===== src/rtl/core/hst_pkg.sv =====
// Shared types, constants and score helpers for the hashed score table.
`default_nettype none

package hst_pkg;

    // Table depth must be a power of two; the slot is the low key bits.
    localparam int TABLE_ENTRIES = 4096;
    localparam int IDX_W         = $clog2(TABLE_ENTRIES);

    localparam int KEY_W     = 64;
    localparam int DEPTH_W   = 8;
    localparam int SCORE_W   = 18;
    localparam int BOUND_W   = 2;
    localparam int MOVE_W    = 16;
    localparam int PLY_W     = 8;
    localparam int STATUS_W  = 2;
    localparam int S_TDATA_W = 152;
    localparam int M_TDATA_W = 40;

    typedef logic signed [SCORE_W-1:0] score_t;
    typedef logic signed [SCORE_W:0]   score_wide_t;

    typedef enum logic [0:0] {
        REQ_STORE = 1'b0,
        REQ_PROBE = 1'b1
    } req_t;

    localparam logic [BOUND_W-1:0] BOUND_EXACT = 2'd0;
    localparam logic [BOUND_W-1:0] BOUND_UPPER = 2'd1;
    localparam logic [BOUND_W-1:0] BOUND_LOWER = 2'd2;

    localparam logic [STATUS_W-1:0] ST_USABLE  = 2'd0;
    localparam logic [STATUS_W-1:0] ST_MISS    = 2'd1;
    localparam logic [STATUS_W-1:0] ST_SHALLOW = 2'd2;

    localparam score_t      MATE_LIMIT = 18'sd99000;
    localparam score_wide_t WIDE_MAX   = 19'sd131071;
    localparam score_wide_t WIDE_MIN   = -19'sd131072;

    typedef struct packed {
        logic [MOVE_W-1:0]  move;
        logic [BOUND_W-1:0] bound;
        logic [DEPTH_W-1:0] depth;
        score_t             score;
    } payload_t;

    function automatic score_wide_t ply_wide(logic [PLY_W-1:0] ply);
        return $signed({{(SCORE_W+1-PLY_W){1'b0}}, ply});
    endfunction

    // Push mate scores away from zero, saturating to the score range.
    function automatic score_t mate_store(score_t s, logic [PLY_W-1:0] ply);
        score_wide_t w;
        w = {s[SCORE_W-1], s};
        if (s > MATE_LIMIT) begin
            w = w + ply_wide(ply);
            if (w > WIDE_MAX) begin
                w = WIDE_MAX;
            end
        end else if (s < -MATE_LIMIT) begin
            w = w - ply_wide(ply);
            if (w < WIDE_MIN) begin
                w = WIDE_MIN;
            end
        end
        return score_t'(w[SCORE_W-1:0]);
    endfunction

    // Pull mate scores back toward zero.
    function automatic score_t mate_probe(score_t s, logic [PLY_W-1:0] ply);
        score_wide_t w;
        w = {s[SCORE_W-1], s};
        if (s > MATE_LIMIT) begin
            w = w - ply_wide(ply);
        end else if (s < -MATE_LIMIT) begin
            w = w + ply_wide(ply);
        end
        return score_t'(w[SCORE_W-1:0]);
    endfunction

endpackage

`default_nettype wire


===== src/rtl/core/hst_eval.sv =====
// Probe evaluation: key match, mate unshift, depth check and bound cutoff.
`default_nettype none

module hst_eval (
    input  wire logic [hst_pkg::KEY_W-1:0]   rd_key,
    input  wire hst_pkg::payload_t           rd_payload,
    input  wire logic                        rd_valid,
    input  wire logic [hst_pkg::KEY_W-1:0]   probe_key,
    input  wire logic [hst_pkg::DEPTH_W-1:0] probe_depth,
    input  wire logic [hst_pkg::PLY_W-1:0]   probe_ply,
    input  wire hst_pkg::score_t             probe_alpha,
    input  wire hst_pkg::score_t             probe_beta,
    output logic [hst_pkg::STATUS_W-1:0]     status,
    output hst_pkg::score_t                  score,
    output logic [hst_pkg::MOVE_W-1:0]       move
);
    import hst_pkg::*;

    logic   hit;
    logic   deep;
    score_t s_adj;

    assign hit   = rd_valid && (rd_key == probe_key);
    assign deep  = rd_payload.depth >= probe_depth;
    assign s_adj = mate_probe(rd_payload.score, probe_ply);

    always_comb begin
        status = ST_SHALLOW;
        score  = '0;
        move   = rd_payload.move;
        if (!hit) begin
            status = ST_MISS;
            move   = '0;
        end else if (deep) begin
            case (rd_payload.bound)
                BOUND_EXACT: begin
                    status = ST_USABLE;
                    score  = s_adj;
                end
                BOUND_UPPER: begin
                    if (s_adj <= probe_alpha) begin
                        status = ST_USABLE;
                        score  = probe_alpha;
                    end
                end
                BOUND_LOWER: begin
                    if (s_adj >= probe_beta) begin
                        status = ST_USABLE;
                        score  = probe_beta;
                    end
                end
                default: begin
                    status = ST_SHALLOW;
                end
            endcase
        end
    end

endmodule

`default_nettype wire


===== config.mk =====
export PLATFORM = sky130hd
export DESIGN_NAME = hst_eval
export DESIGN_NICKNAME = d
export VERILOG_FILES = /design/src/rtl/core/hst_pkg.sv /design/src/rtl/core/hst_eval.sv
export SDC_FILE = /design/constraint.sdc
export NUM_CORES = 1
export LEC_CHECK = 0
export BUFFER_PORTS_ARGS = -buffer_cell sky130_fd_sc_hd__buf_2
export CORE_ASPECT_RATIO = 0.6
export CORE_MARGIN = 2
export CORE_UTILIZATION = 44
export DETAILED_ROUTE_END_ITERATION = 8
export PLACE_DENSITY_LB_ADDON = 0.25
export RECOVER_POWER = 25
export SLEW_MARGIN = 10
export SYNTH_ARGS = -nofsm -noshare
export SYNTH_HDL_FRONTEND = slang
export SYNTH_SLANG_ARGS = --single-unit

===== constraint.sdc =====
create_clock -name vclk -period 4.7
set_input_delay 0.235 -clock vclk [all_inputs]
set_output_delay 0.235 -clock vclk [all_outputs]
set_load 0.02 [all_outputs]

======== Yosys cells after proc, flatten, opt, wreduce, memory -nomap -nowiden ========
Index checks and enable logic that the tools add are counted.
word-level totals
  register bits after elaboration ......... 0
  input port bits ......................... 225
  output and inout bits ................... 36
  word-level logic and storage cells ...... 25
cells by class
  add/subtract/negate cells ............... 2
  order comparisons ....................... 5
  equal/unequal tests ..................... 3
  mux-type cells .......................... 13
  reductions and logical operators ........ 2
operators by type and width
  operator              number
  $mux 18               6
  $eq 64x64->1          1
  $pmux 18 s3           1
  $add 18x9->18         1
  $ge 18x18->1          1
  $gt 18x18->1 const B  1
  $le 18x18->1          1
  $lt 18x18->1 const B  1
  $sub 18x9->18         1
  $mux 16               1
  $ge 8x8->1            1
  $mux 2                4
  $pmux 2 s3            1
  $eq 2x1->1 const B    1
  $eq 2x2->1 const B    1
  $logic_not 2->1       1
  $logic_and 1x1->1     1

======== Logic depth before layout (Yosys ltp) ========
Gate-level depths: netlist (run 1).
  word-level depth ........................ 8
  depth in mapped cells ................... 20
  mapped depth without buffers ............ 18

======== Worst setup path before layout (run 1) ========
OpenSTA, ideal clock, no wires.
  path kind ............................... input to output
  from .................................... input rd_payload[11] (netlist bit)
  to ...................................... output score[15]
  arrival ................................. 4.242 ns
  data required time ...................... 4.465 ns
  setup slack ............................. 0.223 ns
  cell stages on the path ................. 18
  path buffers ............................ 4
  cell sequence ........................... buf_6 > or4_1 > a211o_1 > o21a_1 > buf_6 > or3b_1 > o32ai_2 > xor2_1 > ha_1 > nand4_1 > nor2_1 > o211a_1 > o311ai_0 > and4b_1 > clkbuf_1 > clkbuf_1 > nand2_1 > a21oi_1
on the way
  word-level cells in the longest chain between the ends .. 8
  elaborated cells between the ends (all ways) .. 13
  classes of those cells .................. add/sub (2); order compare (4); mux (7)
RTL lines
  item                                                  RTL line                        source
  start, declared                                       hst_eval.sv:6                   input wire hst_pkg::payload_t rd_payload,
  $add 18x9->18 / $lt 18x18->1 (equally long branches)  hst_pkg.sv:76, hst_pkg.sv:75
  $mux 18                                               hst_pkg.sv:75                   end else if (s < -MATE_LIMIT) begin
  $mux 18 *                                             hst_pkg.sv:73                   if (s > MATE_LIMIT) begin
  $ge 18x18->1 / $le 18x18->1 (equally long branches)   hst_eval.sv:47, hst_eval.sv:41
  $mux 18 (on tied branches)                            hst_eval.sv:47, hst_eval.sv:41
  $pmux 18 s3 *                                         hst_eval.sv:35                  case (rd_payload.bound)
  $mux 18 *                                             hst_eval.sv:34                  end else if (deep) begin
  $mux 18 *                                             hst_eval.sv:31                  if (!hit) begin
  end, declared                                         hst_eval.sv:14                  output hst_pkg::score_t score,
Every way passes the cells marked *; elsewhere a longest branch is shown, timed or not.

======== Final worst setup path (run 1) ========
  from .................................... input rd_payload[11] (netlist bit)
  to ...................................... output score[3]
The elaborated chain is that of the path after synthesis.

==> results of run 1 <==
[path summary, 6_finish.rpt]
| path | slack [ns] | cells after the start | end |
|---|---|---|---|
| setup / recovery | 0.06 | 19 | score[3] |
| hold / removal | 0.79 | 3 | move[15] |
[layout make-up]
class	count	area (sq um)
multi-input cells	449	3470
fillers	790	3040
repair buffers	283	1470
inverters	80	300
well taps	112	140
diodes	1	2.50
[power breakdown]
part | internal, mW | switching, mW
clock | 0.0000000284 | 0
combinational | 0.232 | 0.263
sequential | 0 | 0
[layer usage]
layer / GRT usage, % / vias up
met1: 47.6 / 2417
li1: - / 2549
met5: 0 / -
met3: 5.76 / 36
met2: 53.4 / 365
met4: 6.69 / 0
[layout by cell type, fill, tap and decap left out, types with 4 or more instances in the layout]
master	netlist	final
a211o_1	5	5
a21o_1	11	11
a21oi_1	33	31
a32oi_1	13	13
and2_1	18	17
buf_2	0	253
buf_4	0	21
clkbuf_1	21	8
ha_1	60	58
inv_1	80	79
nand2_1	29	29
nand2b_1	20	20
nand3_1	11	10
nand4_1	19	19
nor2_1	22	21
nor2b_1	21	20
nor3_1	14	13
nor3b_1	4	4
nor4_1	9	6
o2111ai_1	4	4
o211ai_1	6	6
o21a_1	6	6
o21ai_0	15	11
o221ai_1	5	5
o22ai_1	7	7
or3_1	4	4
xnor2_1	19	19
xor2_1	24	23
[critical path, cell delays in order]
cell	delay (ns)
buf_2	0.18
or4_1	0.57
a211o_1	0.30
o21a_1	0.23
buf_4	0.18
a32oi_1	0.26
o21ai_2	0.11
a21oi_2	0.23
ha_1	0.30
nand2_1	0.07
nor2_1	0.05
a211oi_2	0.29
buf_4	0.17
o21ai_0	0.07
a221o_1	0.38
buf_12	0.17
a32o_1	0.25
o21a_1	0.18
buf_2	0.16
[through the flow]
| step | setup WS [ns] | cell area (sq um) | hold WS (ns) |
|---|---|---|---|
| global placement | -0.0688 | 5300 | 0.788 |
| finish | 0.0632 | 5390 | 0.786 |
| detailed placement | -0.0788 | 5300 | 0.787 |
| global route | -0.0619 | 5390 | 0.815 |
| floorplan | 0.223 | 3790 | 0.643 |
| CTS | 0.00362 | 5300 | 0.787 |
[what timing repair did]
item                       CTS  global route
gates resized for setup      3            25
setup endpoints to repair   10            19
pin swaps                    0             4
cloned                       0             0
[logic make-up (layout without fill, tap and decap cells)]
group | after synthesis | count (layout) | synth area share [%]
adder cells (fa/ha/maj) | 62 | 62 | 20.9
AO/OA/AOI/OAI | 153 | 153 | 30.0
buffers and inverters | 105 | 363 | 10.8
other | 0 | 1 | 0
multiplexers | 1 | 1 | 0.264
XOR/XNOR | 43 | 43 | 9.95
AND/OR/NAND/NOR | 190 | 190 | 28.1
==> impl_metrics.csv, run 1 <==
group,metric,value,unit
timing,setup_viol,0,
detailed_routing,final_antenna_net_count,0,
critical_path,cp-start-kind,"input pin",
logic_synthesis,yosys.cell_count.top_type,"inv_1",
detailed_routing,wl_per_cell,18.2,microns
global_routing,grt_use_total,33.5,%
floorplanning,core,8430,sq um
detailed_routing,wl_met1,7270,microns
global_routing,grt_pass1_vias,4771,
logic_synthesis,ys_seq_area_share,0,%
power_and_ir_drop,leakagePower,2.88,nW
detailed_routing,drc_errors,0,
logic_synthesis,synthCells,554,
worst_hold_path,hp-class,"input pin to primary output",
layout,areaGrowthSynthToFinish,42.3,%
critical_path,critPathCaptureType,"primary output",
worst_hold_path,min_from,"rd_payload[43]",
layout,layout.nets,1101,
timing,finalCritPeriodShare,98.7,%
critical_path,crit_type,"input pin to primary output",
critical_path,path_max_fanout,15,
logic_synthesis,synth_top_cell_area_share,19.8,%
logic_synthesis,synth_warnings,0,
timing,maxSlewViolCount,0,
timing,max_freq,216,MHz
outcome,status,"finished clean",
timing,finalHoldViolations,0,
placement,io_buffers,261,
power_and_ir_drop,vdd_ir_drop_max,0.0442,mV
logic_synthesis,synthesis.nets,841,
global_routing,antenna_found_initial,1,
detailed_routing,wl_met3,1980,microns
power_and_ir_drop,power,0.496,mW
placement,gp_congestion,0.997,
power_and_ir_drop,powerDensity,92.0,nW/um^2
layout,num-clock-buffers,0,
floorplanning,die_area,9390,sq um
floorplanning,num_io_pins,261,
layout,finish.utilization,64.0,%
logic_synthesis,synth_area_leaders,"ha_1, inv_1, xor2_1",
placement,dp_cells,924,
layout,final-seq-area,0,sq um
layout,flops_and_latches,0,
logic_synthesis,yosysTopAreaCell,"ha_1",
detailed_routing,routed_wl,16800,microns
global_routing,overflow,0,
timing,worst_pin_slew,1.08,ns
floorplanning,start_util,44.9,%
floorplanning,dieHeight,75.9,microns
floorplanning,die_w,124,microns
clock_network,hold_buffers,0,
detailed_routing,met2_length,7220,microns
job,maxCapViolations,0,
timing,fin_tns_setup,0,ns
critical_path,crit_required,4.47,ns
detailed_routing,highest_layer,"met4",
timing,relSlewSlack,27.7,%
placement,dp_hpwl,14500,microns
layout,drive_above_1_share,37.7,%
logic_synthesis,synth_cell_types,66,
global_routing,grt_max_degree,20,
critical_path,cp_data_arrival_time,4.40,ns
logic_synthesis,syn_area,3790,sq um
floorplanning,num_rows,26,
clock_network,post_cts_buffers,0,
critical_path,crit_start,"rd_payload[11]",
detailed_routing,first_pass_iters,5,
global_routing,grt_pass1_wl,24500,microns
detailed_routing,drtIter0Drc,543,
detailed_routing,vias,5367,
timing,period_needed,4.64,ns
logic_synthesis,synth_common_cells,"inv_1, ha_1, a21oi_1",
detailed_routing,viasPerCell,5.80,
logic_synthesis,syn_avg_cell_area,6.83,sq um
layout,stdcell_count,925,
No activity file was read; power rests on OpenSTA's default activity.
==> inputs of run 2 (changes only) <==
--- a/config.mk
+++ b/config.mk
@@ -10,7 +10,7 @@
 export CORE_MARGIN = 2
 export CORE_UTILIZATION = 44
 export DETAILED_ROUTE_END_ITERATION = 8
-export PLACE_DENSITY_LB_ADDON = 0.25
+export PLACE_DENSITY = 0.84
 export RECOVER_POWER = 25
 export SLEW_MARGIN = 10
 export SYNTH_ARGS = -nofsm -noshare
==> run 2 against run 1 <==
Effect of this change:
- global-route usage is 1.9 points lower
- die area stayed put
- cell count is 0.76% higher
- via count is 0.95% lower
- critical path depth stayed put
- non-clock buffer count is 5 higher
- hold slack better by 0.010 ns
- count of clock-buffer cells in the layout stayed put
- setup slack better by 0.092 ns
- routed wire length is 4.9% lower
- sequential share of layout area stayed put
- critical path type unchanged
- highest routed layer unchanged
==> impl_metrics.csv, run 2 (same netlist as run 1, synthesis figures left out) <==
group,metric,value,unit
layout,areaGrowthSynthToFinish,42.8,%
layout,stdcell_count,932,
clock_network,hold_buffers,0,
power_and_ir_drop,power,0.484,mW
global_routing,antenna_found_initial,0,
power_and_ir_drop,leakagePower,2.91,nW
layout,mostFrequentLayoutCell,"buf_2",
placement,gp_congestion,1.00,
layout,final_cell_mix,"buf_2, inv_1, ha_1, a21oi_1, nand2_1",
power_and_ir_drop,powerDensity,89.6,nW/um^2
floorplanning,num_io_pins,261,
timing,setup_viol,0,
global_routing,grt_max_degree,20,
job,maxCapViolations,0,
floorplanning,die_w,124,microns
clock_network,post_cts_buffers,0,
timing,finalCritPeriodShare,96.7,%
timing,finalHoldViolations,0,
timing,period_needed,4.54,ns
detailed_routing,drtIter0Drc,505,
global_routing,grt_pass1_wl,23100,microns
floorplanning,num_rows,26,
detailed_routing,final_antenna_net_count,0,
global_routing,grt_pass1_vias,4506,
outcome,status,"finished clean",
layout,layout.nets,1106,
global_routing,use_met3,4.27,%
detailed_routing,wl_per_cell,17.1,microns
critical_path,path_max_fanout,15,
layout,flops_and_latches,0,
detailed_routing,routed_wl,16000,microns
floorplanning,dieHeight,75.9,microns
global_routing,grt_util_met2,46.3,%
global_routing,overflow,0,
floorplanning,start_util,44.9,%
global_routing,busiest_layer,"met1",
layout,drive_above_1_share,37.1,%
critical_path,cp-start-kind,"input pin",
layout,final-seq-area,0,sq um
global_routing,grt_use_total,31.6,%
critical_path,crit_required,4.47,ns
placement,dp_slack,0.175,ns
timing,worst_pin_slew,1.06,ns
placement,dp_hpwl,14000,microns
layout,finish.utilization,64.2,%
critical_path,critPathCaptureType,"primary output",
placement,dp_cells,929,
timing,fin_tns_setup,0,ns
timing,relSlewSlack,29.2,%
detailed_routing,vias,5316,
layout,num-clock-buffers,0,
detailed_routing,viasPerCell,5.70,
timing,worst_slack,0.156,ns
critical_path,crit_type,"input pin to primary output",
critical_path,cp_data_arrival_time,4.31,ns
floorplanning,core,8430,sq um
timing,max_freq,220,MHz
detailed_routing,drc_errors,0,
floorplanning,die_area,9390,sq um
detailed_routing,first_pass_iters,5,
global_routing,grtUsageMet1,48.9,%
worst_hold_path,hp-class,"input pin to primary output",
timing,maxSlewViolCount,0,
power_and_ir_drop,vdd_ir_drop_max,0.0573,mV
placement,io_buffers,261,
run 2: path summary, 6_finish.rpt:
kind	from	to	slack, ns	cells after the start
setup / recovery	probe_ply[1]	score[3]	0.16	19
hold / removal	rd_payload[39]	move[11]	0.80	3
run 2: metrics by stage:
step | hold slack, ns | area (sq um)
2_1_floorplan | 0.643 | 3790
6_report | 0.797 | 5410
3_3_place_gp | 0.794 | 5340
3_5_place_dp | 0.794 | 5340
4_1_cts | 0.794 | 5340
5_1_grt | 0.813 | 5400
run 2: where the power goes:
group	internal [mW]	leakage, nW	switching, mW
clock	0.0000000855	0.0000190	0
sequential	0	0	0
combinational	0.229	2.91	0.255
run 2: layout make-up:
type | count | area, sq um
diodes | 3 | 7.51
inverters | 80 | 300
fillers | 802 | 3020
multi-input cells | 449 | 3440
well taps | 112 | 140
repair buffers | 288 | 1520
run 2: per-layer routing:
metal	vias up	part of all wire, %
li1	2558	-
met1	2418	47
met2	310	41
met3	30	10
met4	0	1.7
met5	-	0
run 2: worst max-delay path, cell delays in order:
cell      delay (ns)
buf_2           0.10
inv_1           0.12
ha_1            0.26
nand2b_1        0.20
a2111o_1        0.49
and3_1          0.23
o32a_1          0.31
xnor2_1         0.14
buf_4           0.15
ha_1            0.29
nand4_1         0.11
nor2_1          0.09
a311oi_1        0.25
o21ai_0         0.18
a221o_1         0.40
buf_12          0.17
a32o_1          0.24
o21a_1          0.17
buf_2           0.16
run 2: what timing repair did:
action,4_1_cts,5_1_grt
hold endpoints to repair,0,0
endpoints found under the setup margin,0,19
gates resized for setup,0,16
